==> src/rtl/dsha_pkg.sv <==
`timescale 1ns / 1ps

package dsha_pkg;

    localparam int unsigned WordW   = 32;
    localparam int unsigned NumH    = 8;
    localparam int unsigned NumW    = 16;
    localparam int unsigned NumRnd  = 64;
    localparam int unsigned RndW    = $clog2(NumRnd);

    localparam logic [WordW-1:0] PadWord   = 32'h8000_0000;
    localparam logic [WordW-1:0] LenHeader = 32'd640;
    localparam logic [WordW-1:0] LenDigest = 32'd256;

    typedef logic [WordW-1:0]            t_word;
    typedef logic [NumH-1:0][WordW-1:0]  t_hash;
    typedef logic [NumW-1:0][WordW-1:0]  t_block;
    typedef logic [RndW-1:0]             t_rnd;

    localparam t_hash InitH = {
        32'h5BE0CD19, 32'h1F83D9AB, 32'h9B05688C, 32'h510E527F,
        32'hA54FF53A, 32'h3C6EF372, 32'hBB67AE85, 32'h6A09E667
    };

    function automatic t_word rotr(input t_word x, input int unsigned n);
        rotr = (x >> n) | (x << (WordW - n));
    endfunction

    function automatic t_word round_k(input t_rnd idx);
        case (idx)
            6'd0:  round_k = 32'h428A2F98;  6'd1:  round_k = 32'h71374491;
            6'd2:  round_k = 32'hB5C0FBCF;  6'd3:  round_k = 32'hE9B5DBA5;
            6'd4:  round_k = 32'h3956C25B;  6'd5:  round_k = 32'h59F111F1;
            6'd6:  round_k = 32'h923F82A4;  6'd7:  round_k = 32'hAB1C5ED5;
            6'd8:  round_k = 32'hD807AA98;  6'd9:  round_k = 32'h12835B01;
            6'd10: round_k = 32'h243185BE;  6'd11: round_k = 32'h550C7DC3;
            6'd12: round_k = 32'h72BE5D74;  6'd13: round_k = 32'h80DEB1FE;
            6'd14: round_k = 32'h9BDC06A7;  6'd15: round_k = 32'hC19BF174;
            6'd16: round_k = 32'hE49B69C1;  6'd17: round_k = 32'hEFBE4786;
            6'd18: round_k = 32'h0FC19DC6;  6'd19: round_k = 32'h240CA1CC;
            6'd20: round_k = 32'h2DE92C6F;  6'd21: round_k = 32'h4A7484AA;
            6'd22: round_k = 32'h5CB0A9DC;  6'd23: round_k = 32'h76F988DA;
            6'd24: round_k = 32'h983E5152;  6'd25: round_k = 32'hA831C66D;
            6'd26: round_k = 32'hB00327C8;  6'd27: round_k = 32'hBF597FC7;
            6'd28: round_k = 32'hC6E00BF3;  6'd29: round_k = 32'hD5A79147;
            6'd30: round_k = 32'h06CA6351;  6'd31: round_k = 32'h14292967;
            6'd32: round_k = 32'h27B70A85;  6'd33: round_k = 32'h2E1B2138;
            6'd34: round_k = 32'h4D2C6DFC;  6'd35: round_k = 32'h53380D13;
            6'd36: round_k = 32'h650A7354;  6'd37: round_k = 32'h766A0ABB;
            6'd38: round_k = 32'h81C2C92E;  6'd39: round_k = 32'h92722C85;
            6'd40: round_k = 32'hA2BFE8A1;  6'd41: round_k = 32'hA81A664B;
            6'd42: round_k = 32'hC24B8B70;  6'd43: round_k = 32'hC76C51A3;
            6'd44: round_k = 32'hD192E819;  6'd45: round_k = 32'hD6990624;
            6'd46: round_k = 32'hF40E3585;  6'd47: round_k = 32'h106AA070;
            6'd48: round_k = 32'h19A4C116;  6'd49: round_k = 32'h1E376C08;
            6'd50: round_k = 32'h2748774C;  6'd51: round_k = 32'h34B0BCB5;
            6'd52: round_k = 32'h391C0CB3;  6'd53: round_k = 32'h4ED8AA4A;
            6'd54: round_k = 32'h5B9CCA4F;  6'd55: round_k = 32'h682E6FF3;
            6'd56: round_k = 32'h748F82EE;  6'd57: round_k = 32'h78A5636F;
            6'd58: round_k = 32'h84C87814;  6'd59: round_k = 32'h8CC70208;
            6'd60: round_k = 32'h90BEFFFA;  6'd61: round_k = 32'hA4506CEB;
            6'd62: round_k = 32'hBEF9A3F7;  6'd63: round_k = 32'hC67178F2;
            default: round_k = '0;
        endcase
    endfunction

endpackage

==> src/rtl/double_sha256_nonce_check_unit.sv <==
`timescale 1ns / 1ps
// Double SHA-256 nonce checker for an 80-byte header.
// Configure the midstate, the three tail words and the target through the
// write port while idle; each write lands at the clock edge where i_cfg_we is
// high. Indexes above six are ignored.
// Input channel: a nonce is taken when i_in_valid is high and o_in_stall low.
// o_in_stall stays high while the nonce is being hashed.
// Output channel: eight hash words and meets_target, presented with
// o_out_valid until taken at an edge where i_out_stall is low.
// One shared round unit and a 16-word message window run one SHA-256 round
// per cycle: 64 rounds for the header block, a feedforward and reload step,
// 64 rounds for the digest block and a step to register the result. The
// next nonce is taken only after that result is registered. The result
// register frees the core, so a new nonce is hashed while a result waits; if
// the receiver still stalls when the next result is ready, the core holds it
// and keeps o_in_stall high.
// Reset clears all configuration registers to zero and empties the block.

module double_sha256_nonce_check_unit
    import dsha_pkg::*;
(
    input  logic        i_clk,
    input  logic        i_rst_n,
    input  logic        i_cfg_we,
    input  logic [2:0]  i_cfg_index,
    input  logic [63:0] i_cfg_data,
    input  logic        i_in_valid,
    output logic        o_in_stall,
    input  logic [31:0] i_nonce,
    output logic        o_out_valid,
    input  logic        i_out_stall,
    output logic [31:0] o_hash_word_0,
    output logic [31:0] o_hash_word_1,
    output logic [31:0] o_hash_word_2,
    output logic [31:0] o_hash_word_3,
    output logic [31:0] o_hash_word_4,
    output logic [31:0] o_hash_word_5,
    output logic [31:0] o_hash_word_6,
    output logic [31:0] o_hash_word_7,
    output logic        o_meets_target
);

    typedef enum logic [1:0] {
        S_IDLE,
        S_RUN,
        S_MID,
        S_DONE
    } t_state;

    typedef enum logic [2:0] {
        REG_MID01 = 3'd0,
        REG_MID23 = 3'd1,
        REG_MID45 = 3'd2,
        REG_MID67 = 3'd3,
        REG_TAIL01 = 3'd4,
        REG_TAIL2 = 3'd5,
        REG_TARGET = 3'd6
    } t_reg;

    logic [63:0] r_mid01, r_mid23, r_mid45, r_mid67, r_tail01;
    t_word       r_tail2, r_target;

    t_state r_state, n_state;
    t_rnd   r_cnt, n_cnt;
    logic   r_second, n_second;
    logic   r_out_valid, n_out_valid;
    t_hash  r_out, n_out;
    logic   r_meets, n_meets;

    logic   ld;
    logic   step;
    t_block ld_block;
    t_hash  ld_init;
    t_hash  mid;
    t_hash  v;
    t_hash  sum;
    t_word  w;
    logic   in_acc;
    logic   out_free;

    dsha_msg_sched u_sched (
        .i_clk   (i_clk),
        .i_load  (ld),
        .i_block (ld_block),
        .i_step  (step),
        .o_w     (w)
    );

    dsha_round u_round (
        .i_clk   (i_clk),
        .i_load  (ld),
        .i_init  (ld_init),
        .i_step  (step),
        .i_k     (round_k(r_cnt)),
        .i_w     (w),
        .o_state (v)
    );

    always_ff @(posedge i_clk) begin
        if (!i_rst_n) begin
            r_mid01  <= '0;
            r_mid23  <= '0;
            r_mid45  <= '0;
            r_mid67  <= '0;
            r_tail01 <= '0;
            r_tail2  <= '0;
            r_target <= '0;
        end else if (i_cfg_we) begin
            case (t_reg'(i_cfg_index))
                REG_MID01:  r_mid01  <= i_cfg_data;
                REG_MID23:  r_mid23  <= i_cfg_data;
                REG_MID45:  r_mid45  <= i_cfg_data;
                REG_MID67:  r_mid67  <= i_cfg_data;
                REG_TAIL01: r_tail01 <= i_cfg_data;
                REG_TAIL2:  r_tail2  <= i_cfg_data[31:0];
                REG_TARGET: r_target <= i_cfg_data[31:0];
                default: ;
            endcase
        end
    end

    always_comb begin
        mid = {r_mid67[31:0], r_mid67[63:32], r_mid45[31:0], r_mid45[63:32],
               r_mid23[31:0], r_mid23[63:32], r_mid01[31:0], r_mid01[63:32]};
        for (int j = 0; j < NumH; j++) begin
            sum[j] = (r_second ? InitH[j] : mid[j]) + v[j];
        end
    end

    assign in_acc   = i_in_valid && (r_state == S_IDLE);
    assign out_free = !r_out_valid || !i_out_stall;

    always_comb begin
        n_state     = r_state;
        n_cnt       = r_cnt;
        n_second    = r_second;
        n_out_valid = r_out_valid;
        n_out       = r_out;
        n_meets     = r_meets;
        ld          = 1'b0;
        step        = 1'b0;
        ld_block    = '0;
        ld_init     = mid;

        if (r_out_valid && !i_out_stall) begin
            n_out_valid = 1'b0;
        end

        case (r_state)
            S_IDLE: begin
                ld_block[0]  = r_tail01[63:32];
                ld_block[1]  = r_tail01[31:0];
                ld_block[2]  = r_tail2;
                ld_block[3]  = i_nonce;
                ld_block[4]  = PadWord;
                ld_block[15] = LenHeader;
                if (in_acc) begin
                    ld       = 1'b1;
                    n_cnt    = '0;
                    n_second = 1'b0;
                    n_state  = S_RUN;
                end
            end
            S_RUN: begin
                step  = 1'b1;
                n_cnt = r_cnt + 1'b1;
                if (r_cnt == t_rnd'(NumRnd - 1)) begin
                    n_state = r_second ? S_DONE : S_MID;
                end
            end
            S_MID: begin
                for (int j = 0; j < NumH; j++) begin
                    ld_block[j] = sum[j];
                end
                ld_block[8]  = PadWord;
                ld_block[15] = LenDigest;
                ld_init      = InitH;
                ld           = 1'b1;
                n_second     = 1'b1;
                n_cnt        = '0;
                n_state      = S_RUN;
            end
            S_DONE: begin
                if (out_free) begin
                    n_out       = sum;
                    n_meets     = sum[0] < r_target;
                    n_out_valid = 1'b1;
                    n_state     = S_IDLE;
                end
            end
            default: n_state = S_IDLE;
        endcase
    end

    always_ff @(posedge i_clk) begin
        if (!i_rst_n) begin
            r_state     <= S_IDLE;
            r_cnt       <= '0;
            r_second    <= 1'b0;
            r_out_valid <= 1'b0;
        end else begin
            r_state     <= n_state;
            r_cnt       <= n_cnt;
            r_second    <= n_second;
            r_out_valid <= n_out_valid;
        end
        r_out   <= n_out;
        r_meets <= n_meets;
    end

    assign o_in_stall     = (r_state != S_IDLE);
    assign o_out_valid    = r_out_valid;
    assign o_hash_word_0  = r_out[0];
    assign o_hash_word_1  = r_out[1];
    assign o_hash_word_2  = r_out[2];
    assign o_hash_word_3  = r_out[3];
    assign o_hash_word_4  = r_out[4];
    assign o_hash_word_5  = r_out[5];
    assign o_hash_word_6  = r_out[6];
    assign o_hash_word_7  = r_out[7];
    assign o_meets_target = r_meets;

endmodule

==> src/rtl/dsha_msg_sched.sv <==
`timescale 1ns / 1ps

module dsha_msg_sched
    import dsha_pkg::*;
(
    input  logic   i_clk,
    input  logic   i_load,
    input  t_block i_block,
    input  logic   i_step,
    output t_word  o_w
);

    t_block r_win;
    t_word  n_new;
    t_word  s0;
    t_word  s1;

    always_comb begin
        s0    = rotr(r_win[1], 7) ^ rotr(r_win[1], 18) ^ (r_win[1] >> 3);
        s1    = rotr(r_win[14], 17) ^ rotr(r_win[14], 19) ^ (r_win[14] >> 10);
        n_new = s1 + r_win[9] + s0 + r_win[0];
    end

    always_ff @(posedge i_clk) begin
        if (i_load) begin
            r_win <= i_block;
        end else if (i_step) begin
            for (int j = 0; j < NumW - 1; j++) begin
                r_win[j] <= r_win[j+1];
            end
            r_win[NumW-1] <= n_new;
        end
    end

    assign o_w = r_win[0];

endmodule

==> src/rtl/dsha_round.sv <==
`timescale 1ns / 1ps

module dsha_round
    import dsha_pkg::*;
(
    input  logic  i_clk,
    input  logic  i_load,
    input  t_hash i_init,
    input  logic  i_step,
    input  t_word i_k,
    input  t_word i_w,
    output t_hash o_state
);

    t_hash r_v;
    t_word sig0;
    t_word sig1;
    t_word ch;
    t_word maj;
    t_word t1;
    t_word t2;

    always_comb begin
        sig1 = rotr(r_v[4], 6) ^ rotr(r_v[4], 11) ^ rotr(r_v[4], 25);
        ch   = r_v[6] ^ (r_v[4] & (r_v[5] ^ r_v[6]));
        t1   = r_v[7] + sig1 + ch + i_k + i_w;
        sig0 = rotr(r_v[0], 2) ^ rotr(r_v[0], 13) ^ rotr(r_v[0], 22);
        maj  = (r_v[0] & r_v[1]) | (r_v[2] & (r_v[0] | r_v[1]));
        t2   = sig0 + maj;
    end

    always_ff @(posedge i_clk) begin
        if (i_load) begin
            r_v <= i_init;
        end else if (i_step) begin
            r_v[7] <= r_v[6];
            r_v[6] <= r_v[5];
            r_v[5] <= r_v[4];
            r_v[4] <= r_v[3] + t1;
            r_v[3] <= r_v[2];
            r_v[2] <= r_v[1];
            r_v[1] <= r_v[0];
            r_v[0] <= t1 + t2;
        end
    end

    assign o_state = r_v;

endmodule
==> config.mk <==
export PLATFORM = sky130hd
export DESIGN_NAME = double_sha256_nonce_check_unit
export DESIGN_NICKNAME = d
export VERILOG_FILES = /design/src/rtl/dsha_pkg.sv /design/src/rtl/double_sha256_nonce_check_unit.sv /design/src/rtl/dsha_msg_sched.sv /design/src/rtl/dsha_round.sv
export SDC_FILE = /design/constraint.sdc
export NUM_CORES = 2
export LEC_CHECK = 0
export BUFFER_PORTS_ARGS = -buffer_cell sky130_fd_sc_hd__buf_2
export CAP_MARGIN = 10
export CORE_ASPECT_RATIO = 1.4
export CORE_UTILIZATION = 40
export CTS_CLUSTER_DIAMETER = 200
export DETAILED_ROUTE_END_ITERATION = 7
export PLACE_DENSITY_LB_ADDON = 0.12
export SLEW_MARGIN = 20
export SYNTH_ARGS = -nofsm -noshare
export SYNTH_HDL_FRONTEND = slang
export SYNTH_SLANG_ARGS = --single-unit
==> constraint.sdc <==
create_clock -name i_clk -period 18.5 [get_ports i_clk]
set_clock_uncertainty 0.15 [all_clocks]
set_input_delay 1.85 -clock i_clk [delete_from_list [all_inputs] [get_ports i_clk]]
set_output_delay 1.85 -clock i_clk [all_outputs]
set_load 0.03 [all_outputs]
==> results by group <==
Layout
  • Fillers: 20.3k
  • P&R area growth vs syn: 11.9%
  • Layout cells sized above 1: 0.102
  • Design Area, Final: 94,100 um2
  • NumNets Final: 9,844
  • Layout Cells excl Fill: 12.1k
  • Commonest cells after routing, fill and taps aside: 1,566 x nand2_1, 892 x a21oi_1, 833 x edfxtp_1
  • Most common cell after layout, fill and taps aside: nand2_1

Synth
  • #FFs+latches synth: 1,451
  • Multiplexer share of the synthesized area: 0.00519
  • Distinct cells, synth: 97
  • Yosys top cell area share: 0.297
  • Post-synth top flop: edfxtp_1
  • Synth Cell Area: 84,100 um2
  • Adder-Cell Fraction of Synth Area: 0.109
  • Cells after Synth: 9,027
  • XOR/XNOR share of the synthesized area: 0.0614
  • Fraction of registers with async set/reset: 0
  • Compound-cell area share of the yosys netlist: 0.187
  • Post-Syn Area per Cell: 9.32 um2
  • Ys Warns: 0
  • Synthesized Nets: 9,746
  • EDFF count, synth: 833
  • Top cells by area, synth: edfxtp_1 30%, dfxtp_1 15%, nand2_1 7.0%
  • Simple-gate share of the synthesized area: 0.149
  • Synth area leader: edfxtp_1
  • Sequential fraction of the synthesis area: 0.444
  • Largest family of logic cells by synthesized area: compound AO/OA/AOI/OAI gates

Global routing
  • Largest net degree at the start of global routing: 192
  • First-pass GRT wire length: 554,000 um
  • Total Routing Usage GR: 0.377
  • GR Overflow Total: 0
  • Initial antenna violation count: 66
  • Vias in the first global route: 67.7k

Timing
  • Count of final hold-check violations: 0
  • Min Tclk post-route: 8.85 ns
  • PnR worst setup slack: 9.65 ns
  • Setup Viol. Count Final: 0
  • Fmax: 0.113 GHz
  • Unrepaired setup endpoints after global routing: false
  • Period Utilization, post-route: 0.478
  • Final max-slew violation count: 0
  • Setup TNS: 0 ns
  • Worst-Margin Slew: 1.31 ns
  • Relative slew slack: 0.124

Critical path
  • Critical-path maximum fanout: 6
  • Slowest stage delay, CP: 0.52 ns
  • Crit path kind: reg -> reg
  • Most common cell on crit path: fa_1
  • Critical path capture point type: flop
  • WP data arrival: 9.24 ns
  • Critical Path RT: 18.89 ns
  • Worst setup SP type: flop
  • Slowest-stage cell, CP: edfxtp_1

Route
  • ANT nets after route: 0
  • Routed vias/inst: 5.96
  • Routed WL: 410,000 um
  • TritonRoute pass-1 iters: 6
  • DRT iter0 DRCs: 8,131
  • Vias after detailed routing: 72.1k
  • WL per Instance: 33.9 um
  • # DRC: 0

Clock network
  • Number of setup buffers added after CTS: 0
  • H-Tree Depth: 4
  • Hold_buf cts: 0
  • CTS tree: done
  • Clk buf depth: 4
  • Clk root buf: clkbuf_16
  • # resized after CTS: 0
  • Clock latency on the worst-skew pair: 0.87 ns
  • CTS Buf Count: 164
  • # clock sinks: 1,451
  • Reg clk slew, reported paths: 0.07 ns

Die
  • Core area: 208,000 um2
  • Row count: 198
  • Width of the die: 390 um
  • Starting Density: 0.404
  • Chip Height: 545 um
  • IO Pins: 363
  • Die Area: 212,000 um2

Place
  • Port buffer count: 362
  • Placer Congestion: 1.00
  • Placed cells: 11.8k
  • Pre-CTS WS: 9.67 ns
  • Placed cell area: 88,500 um2
  • Detail Placement HPWL: 310,000 um

Hold path
  • Hold/Removal Path Class: reg -> reg

Run
  • MaxCap Viol Count: 0

Run status
  • Status: completed
## sequential cells by signal (all words and copies together), names as in the netlist, 6 cells and up
register / cells
o_hash_word_2: 32
r_mid45: 64
r_mid01: 64
u_round.o_state: 256
o_hash_word_7: 32
o_hash_word_0: 32
r_mid67: 64
o_hash_word_4: 32
o_hash_word_1: 32
r_mid23: 64
o_hash_word_3: 32
o_hash_word_5: 32
u_sched.r_win: 480
r_tail2: 32
u_round.i_k: 32
r_target: 32
r_cnt: 6
r_tail01: 64
o_hash_word_6: 32
u_sched.o_w: 32
## cell usage after synthesis (all sizes together) (54+ instances only)
cell / instances
clkbuf: 497
xor2: 184
nor3: 83
a22o: 239
nand3: 88
nor2: 515
a21o: 247
a22oi: 69
a21oi: 898
fa: 195
and2: 62
o21ai: 562
or2: 139
xnor2: 405
a31oi: 54
inv: 420
edfxtp: 833
buf: 54
nor2b: 157
ha: 420
dfxtp: 618
and3: 75
nand2b: 58
nand2: 1570
## metal layers
metal  part of all wire  up-vias  GRT usage
met4              0.083       20      0.270
li1                   -    31729          -
met3              0.073      800     0.0571
met1               0.39    36020      0.471
met5            0.00030        -          0
met2               0.45     3512      0.594
## cell type report
| class | count | area [um2] | area share |
|---|---|---|---|
| repair buffers | 483 | 2770 | 0.0295 |
| diodes | 33 | 82.6 | 0.000878 |
| flip-flops and latches | 1451 | 37400 | 0.397 |
| multi-input cells | 6603 | 43200 | 0.459 |
| well taps | 2800 | 3500 | 0.0372 |
| clock inverters | 79 | 951 | 0.0101 |
| inverters | 422 | 1600 | 0.0170 |
| clock buffers | 215 | 4580 | 0.0487 |
## through the flow
step	hold slack [ns]	utilization
after CTS	0.285	0.451
final	0.281	0.452
after global placement	0.272	0.425
after detailed placement	0.279	0.425
after floorplan	0.268	-
after global routing	0.316	0.451
## cells by family after synthesis
| group | Yosys count |
|---|---|
| simple gates | 2858 |
| xor+xnor | 589 |
| mux | 43 |
| fa+ha+maj | 618 |
| buf+inv | 973 |
| compound gates | 2495 |
| flops | 1451 |
## worst paths after layout
path,cells after the start,slack [ns],start,endpoint
worst max-delay path,28,9.65,u_round.o_state[140],u_round.o_state[28]
worst min-delay path,2,0.28,u_sched.r_win[397],u_sched.r_win[365]
worst max register to register,28,9.65,u_round.o_state[140],u_round.o_state[28]
worst min register to register,2,0.28,u_sched.r_win[397],u_sched.r_win[365]
## worst max-delay path: cells and delay by family, from the launching register on
kind                       cells  cell delay (ns)
AOI/OAI and AO/OA             12             3.19
adders and majority gates      7             2.89
xor gates and xnor gates       4             1.04
and+or+nand+nor                3             0.65
DFF                            1             0.52
buffers and inverters          2             0.12
Power is left out: the tool's default activity adds up to more than one toggle a clock period on the data nets, which glitch-free logic cannot reach.
